## config.mk

```make
export PLATFORM = sky130hd
export DESIGN_NAME = isp_flash_programmer_sequencer_flat
export DESIGN_NICKNAME = d
export VERILOG_FILES = /design/src/sv/ispfp_pkg.sv /design/src/sv/ispfp_if.sv /design/src/sv/ispfp_page_ram.sv /design/src/sv/isp_flash_programmer_sequencer.sv /design/src/flat_wrapper.sv
export SDC_FILE = /design/constraint.sdc
export NUM_CORES = 2
export LEC_CHECK = 0
export BUFFER_PORTS_ARGS = -buffer_cell sky130_fd_sc_hd__clkbuf_2
export CORE_MARGIN = 4
export CORE_UTILIZATION = 50
export CTS_CLUSTER_DIAMETER = 120
export CTS_CLUSTER_SIZE = 25
export DETAILED_ROUTE_END_ITERATION = 10
export PLACE_DENSITY = 0.74
export SLEW_MARGIN = 20
export SYNTH_ARGS = -nofsm -noshare
export SYNTH_HDL_FRONTEND = slang
export SYNTH_SLANG_ARGS = --single-unit
```

## constraint.sdc

```tcl
create_clock -name clk -period 11.1 [get_ports clk]
set_clock_uncertainty 0.05 [all_clocks]
set_input_delay 1.11 -clock clk [delete_from_list [all_inputs] [get_ports clk]]
set_output_delay 1.11 -clock clk [all_outputs]
set_load 0.005 [all_outputs]
```

## src/sv/ispfp_pkg.sv

```systemverilog
`default_nettype none
package ispfp_pkg;
  localparam int PAGE_BYTES_DEF = 128;
  localparam int MEMORY_BYTES_DEF = 32768;

  typedef enum logic [3:0] {
    PH_IDLE, PH_WAIT, PH_ENABLE, PH_SIG, PH_ERASE, PH_POLL_ERASE,
    PH_FILL, PH_LOAD, PH_WRITE, PH_POLL_WRITE, PH_READ
  } phase_t;

  localparam logic [1:0] REQ_START = 2'd0;
  localparam logic [1:0] REQ_IMAGE = 2'd1;
  localparam logic [1:0] REQ_RESP  = 2'd2;
  localparam logic [1:0] REQ_TICK  = 2'd3;

  localparam logic [1:0] ST_OK     = 2'd0;
  localparam logic [1:0] ST_ID     = 2'd1;
  localparam logic [1:0] ST_READ   = 2'd2;
  localparam logic [1:0] ST_VERIFY = 2'd3;

  localparam logic [1:0] CFG_ID    = 2'd0;
  localparam logic [1:0] CFG_WAIT  = 2'd1;
  localparam logic [1:0] CFG_SIZE  = 2'd2;

  typedef struct packed {
    logic [1:0] req_type;
    logic [7:0] data_byte;
    logic       read_fail;
  } req_t;

  typedef struct packed {
    logic       spi_valid;
    logic [7:0] spi_byte;
    logic       want_page;
    logic       reset_released;
    logic       select_active;
    logic       done_res;
    logic [1:0] status;
  } res_t;
endpackage
`default_nettype wire

```

## src/sv/ispfp_if.sv

```systemverilog
`default_nettype none
interface ispfp_req_if;
  logic valid;
  logic ready;
  ispfp_pkg::req_t data;
  modport source (output valid, output data, input ready);
  modport sink (input valid, input data, output ready);
endinterface

interface ispfp_res_if;
  logic valid;
  logic ready;
  ispfp_pkg::res_t data;
  modport source (output valid, output data, input ready);
  modport sink (input valid, input data, output ready);
endinterface
`default_nettype wire

```

## src/sv/ispfp_page_ram.sv

```systemverilog
`default_nettype none
module ispfp_page_ram #(
  parameter int DEPTH = ispfp_pkg::PAGE_BYTES_DEF,
  localparam int AW = (DEPTH > 1) ? $clog2(DEPTH) : 1
) (
  input  wire logic          clk,
  input  wire logic          we,
  input  wire logic [AW-1:0] waddr,
  input  wire logic [7:0]    wdata,
  input  wire logic          re,
  input  wire logic [AW-1:0] raddr,
  output logic [7:0]         rdata
);
  logic [7:0] mem [DEPTH];

  always_ff @(posedge clk) begin
    if (we) mem[waddr] <= wdata;
    if (re) rdata <= mem[raddr];
  end
endmodule
`default_nettype wire

```

## src/sv/isp_flash_programmer_sequencer.sv

```systemverilog
// ISP flash programmer sequencer.
// The req channel carries start, image byte, SPI response and millisecond
// tick words; the res channel returns exactly one word for each accepted
// req word, carrying the byte to shift out, the page request pulse, the
// target reset and select levels, and the done pulse with its status.
// Configuration registers (expected id, reset wait, image size) are written
// through cfg_we/cfg_index/cfg_data; the user must do so only while the
// sequencer is idle, as the block itself does not enforce it.
// A result word passes the stage-one request register and the output queue
// before it is offered on res. The page buffer is a one-port-read memory;
// the load byte needed by the next command is prefetched at the edge that
// commits the previous step, so the memory read overlaps the wait for the
// response and the result is built from the registered request.
// Throughput: one word per cycle when res is not stalled.
// A two-entry output queue with a credit count keeps the pipeline moving;
// req.ready drops only when the queue and the pipeline could overflow it.
// Reset (rst, synchronous) returns to idle with target released and select
// deselected; the page buffer contents are left as they are.
`default_nettype none
module isp_flash_programmer_sequencer #(
  parameter int PAGE_BYTES = ispfp_pkg::PAGE_BYTES_DEF,
  parameter int MEMORY_BYTES = ispfp_pkg::MEMORY_BYTES_DEF
) (
  input  wire logic        clk,
  input  wire logic        rst,
  input  wire logic        cfg_we,
  input  wire logic [1:0]  cfg_index,
  input  wire logic [23:0] cfg_data,
  ispfp_req_if.sink        req,
  ispfp_res_if.source      res
);
  localparam int AW = (PAGE_BYTES > 1) ? $clog2(PAGE_BYTES) : 1;
  localparam int KW = $clog2(PAGE_BYTES + 1);
  localparam logic [16:0] PB = 17'(PAGE_BYTES);
  localparam logic [16:0] MB = 17'(MEMORY_BYTES > 65535 ? 65535 : MEMORY_BYTES);
  localparam logic [1:0] CFG_ID_SEL = ispfp_pkg::CFG_ID;
  localparam logic [1:0] CFG_WAIT_SEL = ispfp_pkg::CFG_WAIT;
  localparam logic [1:0] CFG_SIZE_SEL = ispfp_pkg::CFG_SIZE;

  logic [23:0] exp_id;
  logic [7:0]  wait_ticks;
  logic [15:0] img_size;

  always_ff @(posedge clk) begin
    if (rst) begin
      exp_id <= 24'h1E950F;
      wait_ticks <= 8'd20;
      img_size <= 16'd0;
    end else if (cfg_we) begin
      unique case (cfg_index)
        CFG_ID_SEL:   exp_id <= cfg_data;
        CFG_WAIT_SEL: wait_ticks <= cfg_data[7:0];
        CFG_SIZE_SEL: img_size <= cfg_data[15:0];
        default: ;
      endcase
    end
  end

  // Output queue with credit control.
  ispfp_pkg::res_t q [2];
  logic [1:0] q_cnt;
  logic       q_rd;
  logic [1:0] inflight;
  logic       s1_valid;
  ispfp_pkg::req_t s1_req;
  logic       s2_push;
  ispfp_pkg::res_t s2_res;

  assign inflight = 2'(q_cnt) + {1'b0, s1_valid};
  assign req.ready = (inflight < 2'd2) || (inflight == 2'd2 && q_rd);
  assign res.valid = q_cnt != 2'd0;
  assign res.data = q[0];
  assign q_rd = res.valid && res.ready;

  always_ff @(posedge clk) begin
    if (rst) begin
      q_cnt <= 2'd0;
    end else begin
      q_cnt <= q_cnt + 2'(s2_push) - 2'(q_rd);
    end
    if (q_rd) begin
      if (s2_push && q_cnt == 2'd1) q[0] <= s2_res;
      else q[0] <= q[1];
      if (s2_push && q_cnt == 2'd2) q[1] <= s2_res;
    end else if (s2_push) begin
      if (q_cnt == 2'd0) q[0] <= s2_res;
      else q[1] <= s2_res;
    end
  end

  always_ff @(posedge clk) begin
    if (rst) s1_valid <= 1'b0;
    else s1_valid <= req.valid && req.ready;
    s1_req <= req.data;
  end
  assign s2_push = s1_valid;

  // Sequencer state; the step is computed in stage two, the page memory is
  // read at the end of the previous step so its data is ready here.
  ispfp_pkg::phase_t phase, phase_next;
  logic [1:0]  cbc, cbc_next;
  logic [7:0]  wcnt, wcnt_next;
  logic [23:0] idacc, idacc_next;
  logic [16:0] pbase, pbase_next;
  logic [KW-1:0] kpos, kpos_next;
  logic [31:0] wsum, wsum_next, rsum, rsum_next;
  logic        blank, blank_next, rlev, rlev_next, slev, slev_next;

  logic        m_we, m_re;
  logic [AW-1:0] m_waddr, m_raddr;
  logic [7:0]  m_rdata;

  ispfp_page_ram #(.DEPTH(PAGE_BYTES)) u_ram (
    .clk(clk), .we(m_we), .waddr(m_waddr), .wdata(s1_req.data_byte),
    .re(m_re), .raddr(m_raddr), .rdata(m_rdata)
  );

  logic [16:0] lim;
  logic [16:0] plen;
  logic [16:0] rem;
  assign lim = ({1'b0, img_size} > MB) ? MB : {1'b0, img_size};
  assign rem = lim - pbase;
  assign plen = (pbase >= lim) ? 17'd0 : ((rem < PB) ? rem : PB);

  // Command byte for phase p, count c, position k with current page base.
  function automatic logic [7:0] cmd(input ispfp_pkg::phase_t p, input logic [1:0] c,
                                     input logic [KW-1:0] k, input logic [16:0] base,
                                     input logic [16:0] len, input logic [7:0] mb);
    logic [15:0] wa;
    logic [15:0] a;
    logic [16:0] kk;
    logic [7:0] r;
    wa = base[16:1];
    kk = 17'(k);
    a = wa + kk[16:1];
    r = 8'h00;
    unique case (p)
      ispfp_pkg::PH_ENABLE: r = (c == 2'd0) ? 8'hAC : ((c == 2'd1) ? 8'h53 : 8'h00);
      ispfp_pkg::PH_SIG:    r = (c == 2'd0) ? 8'h30 : ((c == 2'd2) ? kk[7:0] : 8'h00);
      ispfp_pkg::PH_ERASE:  r = (c == 2'd0) ? 8'hAC : ((c == 2'd1) ? 8'h80 : 8'h00);
      ispfp_pkg::PH_POLL_ERASE, ispfp_pkg::PH_POLL_WRITE:
        r = (c == 2'd0) ? 8'hF0 : 8'h00;
      ispfp_pkg::PH_LOAD: begin
        if (c == 2'd0) r = kk[0] ? 8'h48 : 8'h40;
        else if (c == 2'd2) r = kk[8:1];
        else if (c == 2'd3) r = (kk < len) ? mb : 8'hFF;
      end
      ispfp_pkg::PH_WRITE: begin
        if (c == 2'd0) r = 8'h4C;
        else if (c == 2'd1) r = wa[15:8];
        else if (c == 2'd2) r = wa[7:0];
      end
      ispfp_pkg::PH_READ: begin
        if (c == 2'd0) r = kk[0] ? 8'h28 : 8'h20;
        else if (c == 2'd1) r = a[15:8];
        else if (c == 2'd2) r = a[7:0];
      end
      default: r = 8'h00;
    endcase
    return r;
  endfunction

  logic [7:0] b;
  logic [16:0] kx, plen_even;
  logic [16:0] nbase;
  assign b = s1_req.data_byte;
  assign kx = 17'(kpos) + 17'd1;
  assign plen_even = (plen + 17'd1) & ~17'd1;
  assign nbase = pbase + PB;

  logic       o_valid, o_want, o_done;
  logic [7:0] o_byte;
  logic [1:0] o_status;
  logic [31:0] sh;

  always_comb begin
    phase_next = phase; cbc_next = cbc; wcnt_next = wcnt; idacc_next = idacc;
    pbase_next = pbase; kpos_next = kpos; wsum_next = wsum; rsum_next = rsum;
    blank_next = blank; rlev_next = rlev; slev_next = slev;
    o_valid = 1'b0; o_byte = 8'h00; o_want = 1'b0; o_done = 1'b0;
    o_status = ispfp_pkg::ST_OK;
    m_we = 1'b0; m_waddr = kpos[AW-1:0];
    sh = 32'({24'd0, b}) << {kpos[1:0], 3'b000};
    if (s1_valid) begin
      if (s1_req.req_type == ispfp_pkg::REQ_START && phase == ispfp_pkg::PH_IDLE) begin
        slev_next = 1'b1; rlev_next = 1'b0; wcnt_next = 8'd0;
        if (wait_ticks == 8'd0) begin
          phase_next = ispfp_pkg::PH_ENABLE; cbc_next = 2'd0; o_valid = 1'b1;
          o_byte = 8'hAC;
        end else phase_next = ispfp_pkg::PH_WAIT;
      end else if (s1_req.req_type == ispfp_pkg::REQ_TICK &&
                   phase == ispfp_pkg::PH_WAIT) begin
        wcnt_next = (wcnt == 8'hFF) ? wcnt : wcnt + 8'd1;
        if (wcnt_next >= wait_ticks) begin
          phase_next = ispfp_pkg::PH_ENABLE; cbc_next = 2'd0; o_valid = 1'b1;
          o_byte = 8'hAC;
        end
      end else if (s1_req.req_type == ispfp_pkg::REQ_IMAGE &&
                   phase == ispfp_pkg::PH_FILL) begin
        if (s1_req.read_fail) begin
          rlev_next = 1'b1; slev_next = 1'b0; phase_next = ispfp_pkg::PH_IDLE;
          o_done = 1'b1; o_status = ispfp_pkg::ST_READ;
        end else begin
          m_we = kx <= PB;
          wsum_next = wsum ^ sh;
          blank_next = blank && (b == 8'hFF);
          kpos_next = KW'(kx);
          if (kx >= plen) begin
            if (blank_next) begin
              pbase_next = nbase;
              if (nbase >= lim) begin
                rlev_next = 1'b1; slev_next = 1'b0; phase_next = ispfp_pkg::PH_IDLE;
                o_done = 1'b1;
              end else begin
                slev_next = 1'b0; o_want = 1'b1; kpos_next = '0;
                wsum_next = '0; rsum_next = '0; blank_next = 1'b1;
              end
            end else begin
              slev_next = 1'b1; kpos_next = '0; phase_next = ispfp_pkg::PH_LOAD;
              cbc_next = 2'd0; o_valid = 1'b1; o_byte = 8'h40;
            end
          end
        end
      end else if (s1_req.req_type == ispfp_pkg::REQ_RESP &&
                   phase != ispfp_pkg::PH_IDLE && phase != ispfp_pkg::PH_WAIT &&
                   phase != ispfp_pkg::PH_FILL) begin
        if (cbc != 2'd3) begin
          cbc_next = cbc + 2'd1; o_valid = 1'b1;
          o_byte = cmd(phase, cbc_next, kpos, pbase, plen, m_rdata);
        end else begin
          cbc_next = 2'd0; o_valid = 1'b1;
          unique case (phase)
            ispfp_pkg::PH_ENABLE: begin
              kpos_next = '0; idacc_next = '0; phase_next = ispfp_pkg::PH_SIG;
            end
            ispfp_pkg::PH_SIG: begin
              idacc_next = {idacc[15:0], b};
              kpos_next = KW'(kx);
              if (kx < 17'd3) phase_next = ispfp_pkg::PH_SIG;
              else if (idacc_next == exp_id) phase_next = ispfp_pkg::PH_ERASE;
              else begin
                o_valid = 1'b0; rlev_next = 1'b1; slev_next = 1'b0;
                phase_next = ispfp_pkg::PH_IDLE; o_done = 1'b1;
                o_status = ispfp_pkg::ST_ID;
              end
            end
            ispfp_pkg::PH_ERASE: phase_next = ispfp_pkg::PH_POLL_ERASE;
            ispfp_pkg::PH_POLL_ERASE: begin
              if (!b[0]) begin
                o_valid = 1'b0; pbase_next = '0;
                if (lim == 17'd0) begin
                  rlev_next = 1'b1; slev_next = 1'b0; phase_next = ispfp_pkg::PH_IDLE;
                  o_done = 1'b1;
                end else begin
                  slev_next = 1'b0; o_want = 1'b1; phase_next = ispfp_pkg::PH_FILL;
                  kpos_next = '0; wsum_next = '0; rsum_next = '0; blank_next = 1'b1;
                end
              end
            end
            ispfp_pkg::PH_LOAD: begin
              kpos_next = KW'(kx);
              phase_next = (kx < plen_even) ? ispfp_pkg::PH_LOAD : ispfp_pkg::PH_WRITE;
            end
            ispfp_pkg::PH_WRITE: phase_next = ispfp_pkg::PH_POLL_WRITE;
            ispfp_pkg::PH_POLL_WRITE: begin
              if (!b[0]) begin
                kpos_next = '0; rsum_next = '0; phase_next = ispfp_pkg::PH_READ;
              end
            end
            ispfp_pkg::PH_READ: begin
              rsum_next = rsum ^ sh;
              kpos_next = KW'(kx);
              if (kx < plen) phase_next = ispfp_pkg::PH_READ;
              else begin
                o_valid = 1'b0;
                if (rsum_next == wsum) begin
                  pbase_next = nbase;
                  if (nbase >= lim) begin
                    rlev_next = 1'b1; slev_next = 1'b0;
                    phase_next = ispfp_pkg::PH_IDLE; o_done = 1'b1;
                  end else begin
                    slev_next = 1'b0; o_want = 1'b1; phase_next = ispfp_pkg::PH_FILL;
                    kpos_next = '0; wsum_next = '0; rsum_next = '0; blank_next = 1'b1;
                  end
                end else begin
                  rlev_next = 1'b1; slev_next = 1'b0; phase_next = ispfp_pkg::PH_IDLE;
                  o_done = 1'b1; o_status = ispfp_pkg::ST_VERIFY;
                end
              end
            end
            default: o_valid = 1'b0;
          endcase
          if (o_valid) o_byte = cmd(phase_next, 2'd0, kpos_next, pbase, plen, 8'h00);
        end
      end
    end
  end

  // Prefetch the byte at the next position; only the load data byte uses it
  // and the position is stable across the four bytes of a command.
  assign m_re = 1'b1;
  assign m_raddr = kpos_next[AW-1:0];

  assign s2_res = '{spi_valid: o_valid, spi_byte: o_byte, want_page: o_want,
                    reset_released: rlev_next, select_active: slev_next,
                    done_res: o_done, status: o_status};

  always_ff @(posedge clk) begin
    if (rst) begin
      phase <= ispfp_pkg::PH_IDLE; cbc <= '0; wcnt <= '0; idacc <= '0;
      pbase <= '0; kpos <= '0; wsum <= '0; rsum <= '0; blank <= 1'b1;
      rlev <= 1'b1; slev <= 1'b0;
    end else begin
      phase <= phase_next; cbc <= cbc_next; wcnt <= wcnt_next; idacc <= idacc_next;
      pbase <= pbase_next; kpos <= kpos_next; wsum <= wsum_next; rsum <= rsum_next;
      blank <= blank_next; rlev <= rlev_next; slev <= slev_next;
    end
  end
endmodule
`default_nettype wire

```

## src/flat_wrapper.sv

```systemverilog
// flat-port wrapper written by rule: the top's interface ports become plain ports
module isp_flash_programmer_sequencer_flat 
#(
  parameter int PAGE_BYTES = ispfp_pkg::PAGE_BYTES_DEF,
  parameter int MEMORY_BYTES = ispfp_pkg::MEMORY_BYTES_DEF
)
  (clk, rst, cfg_we, cfg_index, cfg_data, req_valid, req_data, req_ready, res_valid, res_data, res_ready);
  ispfp_req_if req_i ();
  ispfp_res_if res_i ();
  input  wire logic clk;
  input  wire logic rst;
  input  wire logic cfg_we;
  input  wire logic [1:0] cfg_index;
  input  wire logic [23:0] cfg_data;
  input wire logic [$bits(req_i.valid)-1:0] req_valid;
  input wire logic [$bits(req_i.data)-1:0] req_data;
  output wire logic [$bits(req_i.ready)-1:0] req_ready;
  output wire logic [$bits(res_i.valid)-1:0] res_valid;
  output wire logic [$bits(res_i.data)-1:0] res_data;
  input wire logic [$bits(res_i.ready)-1:0] res_ready;
  assign req_i.valid = req_valid;
  assign req_i.data = req_data;
  assign req_ready = req_i.ready;
  assign res_valid = res_i.valid;
  assign res_data = res_i.data;
  assign res_i.ready = res_ready;
  isp_flash_programmer_sequencer #(.PAGE_BYTES(PAGE_BYTES), .MEMORY_BYTES(MEMORY_BYTES)) u_core (.clk(clk), .rst(rst), .cfg_we(cfg_we), .cfg_index(cfg_index), .cfg_data(cfg_data), .req(req_i), .res(res_i));
endmodule
```

## After elaboration in Yosys (flattened, before gate mapping)

Memories as Yosys holds them, arrays and structs flattened. A register that Yosys moved wholly into a read port is not among the register bits.
Cells that the tools add are included.

| storage, ports and cells | value |
|---|---|
| flip-flop bits (word level) | 184 |
| bits in latches | 0 |
| RAM bits | 1054 |
| memory bits (read-only) | 0 |
| bits of input ports | 42 |
| output and inout port bits | 17 |
| logic and storage cells | 426 |
| memories kept | 2 |

| operators by class | value |
|---|---|
| add/sub/neg operators | 9 |
| $mul | 0 |
| div/mod/pow operators | 0 |
| $lt $le $gt $ge | 12 |
| eq/ne operators | 59 |
| shift operators | 1 |
| multiplexer cells | 270 |
| bitwise operators | 9 |
| reductions and logical operators | 44 |

Memories:

| memory | words | bits a word | read ports | clocked after Yosys merged registers in | write ports | line | RTL |
|---|---|---|---|---|---|---|---|
| u_core.u_ram.mem | 128 | 8 | 1 | 1 | 1 | ispfp_page_ram.sv:14 | `logic [7:0] mem [DEPTH];` |
| u_core.q | 2 | 15 | 2 | 0 | 2 | isp_flash_programmer_sequencer.sv:60 | `ispfp_pkg::res_t q [2];` |

Operator list:

| cell | number |
|---|---|
| two-way mux 32 bit | 22 |
| two-way mux 8 bit | 48 |
| two-way mux 17 bit | 11 |
| two-way mux 1 bit | 115 |
| two-way mux 4 bit | 25 |
| one-hot mux 32 bit (3 select lines) | 1 |
| one-hot mux 32 bit (2 select lines) | 1 |
| bitwise XOR 32 bit | 2 |
| one-hot mux 8 bit (7 select lines) | 1 |
| greater-or-equal comparator 17 bit | 3 |
| one-hot mux 8 bit (6 select lines) | 1 |
| two-way mux 15 bit | 3 |
| two-way mux 2 bit | 21 |
| one-hot mux 8 bit (5 select lines) | 1 |
| two-way mux 7 bit | 5 |
| less-than comparator 17 bit | 2 |
| one-hot mux 17 bit (2 select lines) | 1 |
| == test 32 bit | 1 |
| one-hot mux 16 bit (2 select lines) | 1 |
| one-hot mux 4 bit (8 select lines) | 1 |
| << shifter 8 x 5 -> 32 bit | 1 |
| == test 4 x 3 -> 1 bit, second input constant | 7 |
| == test 24 bit | 1 |
| == test 4 bit, second input constant | 6 |
| other kinds (59) | 123 |

## Longest topological paths before layout

| depth | value |
|---|---|
| depth after elaboration | 28 |
| depth in mapped cells | 37 |
| mapped depth without buffers | 34 |

## By module

Synthesis repeated with hierarchy kept, for this count alone.

| second synthesis, totals | value |
|---|---|
| cells, all modules | 3422 |
| area total of the unflattened synthesis | 53511.3 µm² |

Modules (own cells, without submodules):

| module | instances | cells each | area an instance (µm²) | sequential area each (µm²) |
|---|---|---|---|---|
| ispfp_page_ram | 1 | 1634 | 39736.9 | 30989.7 |
| isp_flash_programmer_sequencer | 1 | 1788 | 13774.5 | 4444.3 |

## Worst setup path after synthesis

Ideal clock, no wire load.

| timing | value |
|---|---|
| path kind | register to register |
| start | register u_core.img_size[15] |
| end | register u_core.u_ram.rdata[6], read port of u_core.u_ram.mem |
| setup time | 0.130 ns |
| arrival | 6.347 ns |
| data required time | 10.920 ns |
| path slack | 4.573 ns |
| cell stages (with the launch flop) | 34 |
| buffers on the path | 4 |
| clock period less this slack | 6.527 ns |
| path through | dfxtp_1 > clkbuf_1 > inv_1 > buf_1 > nand2_1 > ha_1 > nand2b_1 > a21o_1 > a21o_1 > a21o_1 > a21oi_1 > nor2b_1 > o21a_1 > o21a_1 > o21a_1 > o21ai_0 > nor2_1 > nand2_1 > ha_1 > nand3_1 > o41ai_1 > a2111oi_0 > a221oi_1 > and2_1 > clkbuf_2 > o311a_1 > o31ai_2 > nand2_2 > buf_2 > a2111oi_0 > nor4_1 > a22o_1 > nor4b_2 > nor4b_2 |

| between the ends | value |
|---|---|
| word-level cells in the longest chain between the ends | 21 |
| elaborated cells between the ends (all ways) | 32 |
| those cells by class | add/sub: 1; order compare: 6; mux: 24; reduce/logical: 1 |

Ends and longest elaborated chain:

| what | line | RTL |
|---|---|---|
| start, declared | isp_flash_programmer_sequencer.sv:42 | `logic [15:0] img_size;` |
| start signal, assigned | isp_flash_programmer_sequencer.sv:53 | `CFG_SIZE_SEL: img_size <= cfg_data[15:0];` |
| > comparator 16 bit | isp_flash_programmer_sequencer.sv:121 | `assign lim = ({1'b0, img_size} > MB) ? MB : {1'b0, img_size};` |
| two-way mux 16 bit * | isp_flash_programmer_sequencer.sv:121 |  |
| subtractor 17 bit | isp_flash_programmer_sequencer.sv:122 | `assign rem = lim - pbase;` |
| less-than comparator 17 x 8 -> 1 bit | isp_flash_programmer_sequencer.sv:123 | `assign plen = (pbase >= lim) ? 17'd0 : ((rem < PB) ? rem : PB);` |
| two-way mux 17 bit (2 in series) | isp_flash_programmer_sequencer.sv:123 |  |
| less-than comparator 17 bit | isp_flash_programmer_sequencer.sv:273 | `if (kx < plen) phase_next = ispfp_pkg::PH_READ;` |
| two-way mux 8 bit | isp_flash_programmer_sequencer.sv:273 |  |
| one-hot mux 8 bit (5 select lines) | isp_flash_programmer_sequencer.sv:232 | `unique case (phase)` |
| [4 not listed] | n/a |  |
| two-way mux 8 bit | isp_flash_programmer_sequencer.sv:185 | `if (s1_req.req_type == ispfp_pkg::REQ_START && phase == ispfp_pkg::PH_IDLE) begin` |
| two-way mux 8 bit | isp_flash_programmer_sequencer.sv:184 | `if (s1_valid) begin` |
| two-way mux 8 bit | isp_flash_programmer_sequencer.sv:227 | `if (cbc != 2'd3) begin` |
| two-way mux 8 bit | isp_flash_programmer_sequencer.sv:224 | `end else if (s1_req.req_type == ispfp_pkg::REQ_RESP &&` |
| two-way mux 8 bit * | isp_flash_programmer_sequencer.sv:198 | `end else if (s1_req.req_type == ispfp_pkg::REQ_IMAGE &&` |
| two-way mux 7 bit * | isp_flash_programmer_sequencer.sv:191 | `end else if (s1_req.req_type == ispfp_pkg::REQ_TICK &&` |
| two-way mux 7 bit * | isp_flash_programmer_sequencer.sv:185 |  |
| two-way mux 7 bit * | isp_flash_programmer_sequencer.sv:184 |  |
| end, declared | ispfp_page_ram.sv:12 | `output logic [7:0] rdata` |

Every way passes the cells marked *; elsewhere a longest branch is shown, timed or not. The select of a mux whose other input is x is not followed.
A chain may end at the register's enable or synchronous reset.

## Final worst setup path

| timing | value |
|---|---|
| start | register u_core.img_size[15] |
| end | register u_core.u_ram.rdata[5], read port of u_core.u_ram.mem |

The elaborated chain is that of the path after synthesis.

==> summary.md <==
| Metric | Value |
|---|---|
| Post-Syn Instances | `4526` |
| H-tree Lvls | `2` |
| Number of DRC markers in iteration 0 | `5104` |
| Num ports | `59` |
| RSZ-0062 raised after global routing | `no` |
| Peak Freq | `0.116 GHz` |
| Post-route cell area | `58000 um^2` |
| # fillers | `9106` |
| Vias in the first global route | `35.3k` |
| Placed inst area | `56400 um^2` |
| Synth Area in Adders | `0.0148` |
| Netlist cell types | `100` |
| CP Max Fanout | `54` |
| Critical Path AT | `9.20 ns` |
| Min cycle time layout | `8.64 ns` |
| Syn_area_per_cell | `12.2 um^2` |
| Final wirelength | `149 mm` |
| Final hold vios | `0` |
| Routed vias/inst | `6.39` |
| Most common cell after layout, fill and taps aside | `edfxtp_1` |
| Die Span X | `340 um` |
| Largest family of logic cells by synthesized area | `simple AND/OR/NAND/NOR gates` |
| Insertion delay to the later sink of the worst-skew pair | `0.75 ns` |
| EDFF count, synth | `1054` |
| Residual DRC count | `0` |
| Worst IR Drop VDD | `140 uV` |
| CP Launch Type | `flop` |
| Core Rows | `121` |
| Worst hold path type | `input port to flop` |
| Clock Path Buffers | `3` |
| Die Ht | `340 um` |
| Grt ovf | `0` |
| Slew margin rel. | `0.231` |
| Post-synthesis sequential area ratio | `0.642` |
| Initial antenna violation count | `7` |
| Hpwl dp | `92.8 mm` |
| Dominant synthesized flop cell | `edfxtp_1` |
| Synth Area in Simple Gates | `0.133` |
| CTS root buffer | `clkbuf_16` |
| Cell Area, Synth | `55000 um^2` |
| Gpl congestion | `0.955` |
| YS warnings | `0` |
| Via count | `37.5k` |
| Commonest cells after routing, fill and taps aside | `edfxtp_1 (1054), nand2_1 (578), nor2_1 (310), a21oi_1 (299), nand3_1 (194)` |
| Synth Register Bits | `1239` |
| Slowest-stage cell, CP | `nor2_8` |
| Ys async rst share | `0` |
| Total power draw | `7.92 mW` |
| Tot GR Track Use | `0.249` |
| PortBufs | `58` |
| Max-slew violations | `0` |
| Final period utilization | `0.778` |
| Post-synthesis mux area share | `0.0352` |
| Die Footprint | `115000 um^2` |
| Worst-Margin Slew | `1.15 ns` |
| CP Capture Type | `flop` |
| DR WL/cell | `25.3 um` |
| Fraction of layout cells with a size suffix above 1 | `0.0707` |
| WP data required | `11.66 ns` |
| Leakage | `19.1 nW` |
| Pwr per Cell Area | `136 nW/um^2` |
| Area delta synth->final | `5.45%` |
| Clk slew on worst S/H paths | `0.10 ns` |
| Run status | `finished, final reports clean` |
| Effective utilization at floorplan | `0.505` |
| Largest net degree at the start of global routing | `168` |
| CTS Hold Bufs | `0` |
| Post-CTS resize count | `0` |
| Post-CTS Setup Bufs | `0` |
| Compound-Gate Fraction of Synth Area | `0.121` |
| Core box area | `109000 um^2` |
| Endpoints failing setup | `0` |
| CTS sink cnt | `1239` |
| Global-route wire length before repair | `223 mm` |
| Nets | `4505` |
| Post-Synth XOR/XNOR Area | `0.0217` |
| CTS tree | `done` |
| ANT nets after route | `0` |
| CTS buffer count | `55` |
| Kind of critical path | `flop to flop` |
| Layout Utilization | `0.532` |
| Max cap viols | `0` |
| DRT Pass-1 Iters | `6` |
| Worst path max stage delay | `0.80 ns` |
| Sum Neg Setup Slack | `0 ns` |
==> report_power, final <==
| group | switching (mW) | internal (mW) |
|---|---|---|
| Clock | 1.44 | 0.961 |
| Sequential | 0.0459 | 5.09 |
| Combinational | 0.274 | 0.112 |
==> kinds of logic (layout without fill, tap and decap cells) <==
group           after synthesis  after routing
compound gates              995            995
xor+xnor                    135            135
fa+ha+maj                    65             65
buf+inv                     376            291
flops                      1239           1239
mux                         172            172
other cells                   2              8
simple gates               1542           1542
==> synth_stat cells, types with 29 or more instances <==
| cell type | number | area [um^2] |
|---|---|---|
| a31oi_1 | 39 | 244 |
| nor3_1 | 32 | 160 |
| ha_1 | 65 | 813 |
| a211o_1 | 46 | 403 |
| nand3_1 | 194 | 971 |
| nand2_1 | 579 | 2170 |
| buf_4 | 29 | 218 |
| a21oi_1 | 300 | 1500 |
| mux2i_1 | 124 | 1240 |
| xor2_1 | 36 | 315 |
| nor2_1 | 313 | 1170 |
| or3_1 | 58 | 363 |
| inv_1 | 53 | 199 |
| clkbuf_1 | 180 | 676 |
| o21ai_0 | 176 | 881 |
| a221oi_1 | 66 | 578 |
| xnor2_1 | 98 | 858 |
| mux2_2 | 34 | 383 |
| and3_1 | 148 | 926 |
| a211oi_1 | 100 | 751 |
| edfxtp_1 | 1054 | 31700 |
| dfxtp_1 | 185 | 3700 |
| nand4_1 | 43 | 269 |
| buf_2 | 76 | 380 |
| nor4_1 | 30 | 188 |
| a22oi_1 | 31 | 233 |
| nand3b_1 | 31 | 233 |
==> metal layers <==
metal / track usage / wire, um / vias to the layer above
met5: 0 / 66 / -
met4: 0.0876 / 5720 / 10
met3: 0.0517 / 14900 / 313
met2: 0.383 / 67400 / 1901
met1: 0.354 / 60400 / 18512
li1: - / - / 16732
==> critical path: cells and delay by family, from the launching register on <==
family	cells	cell delay [ns]
buf+inv	4	1.47
mux	1	0.20
fa+ha+maj	2	0.66
flops	1	0.43
compound gates	16	3.40
simple gates	9	2.28
==> registers in the layout, indices dropped and copies added, names as in the netlist, 10 cells and up <==
| signal | flops |
|---|---|
| u_core.pbase | 10 |
| u_core.wsum | 32 |
| u_core.img_size | 16 |
| u_core.q | 30 |
| u_core.u_ram.mem | 1024 |
| u_core.idacc | 16 |
| u_core.exp_id | 24 |
| u_core.rsum | 32 |
==> worst paths after layout <==
check	startpoint	to	slack [ns]	depth (start not counted)
setup / recovery	u_core.img_size[15]	u_core.u_ram.rdata[5]	2.46	32
hold / removal	req_data[4]	u_core.b[3]	0.40	1
setup reg to reg	u_core.img_size[15]	u_core.u_ram.rdata[5]	2.46	32
hold reg to reg	u_core.exp_id[7]	u_core.exp_id[7]	0.42	2
==> stage by stage <==
step           hold WS, ns  std cells  setup slack [ns]
5_1_grt              0.377       5857              1.76
6_report             0.404       5861              2.46
2_1_floorplan        0.394       4528              4.57
3_5_place_dp         0.408       5755              2.52
3_3_place_gp         0.399       5755              2.68
4_1_cts              0.369       5857              2.56
==> cell type report <==
class,instances,area (um^2),share of cell area
Inverter,54,203,0.00349
Clock inverter,5,104,0.00179
Antenna cell,4,10.0,0.000172
Timing Repair Buffer,135,958,0.0165
Multi-Input combinational cell,2913,18100,0.311
Sequential cell,1239,35400,0.610
Clock buffer,97,1530,0.0264
Tap cell,1414,1770,0.0305
No activity file was read; power rests on OpenSTA's default activity.
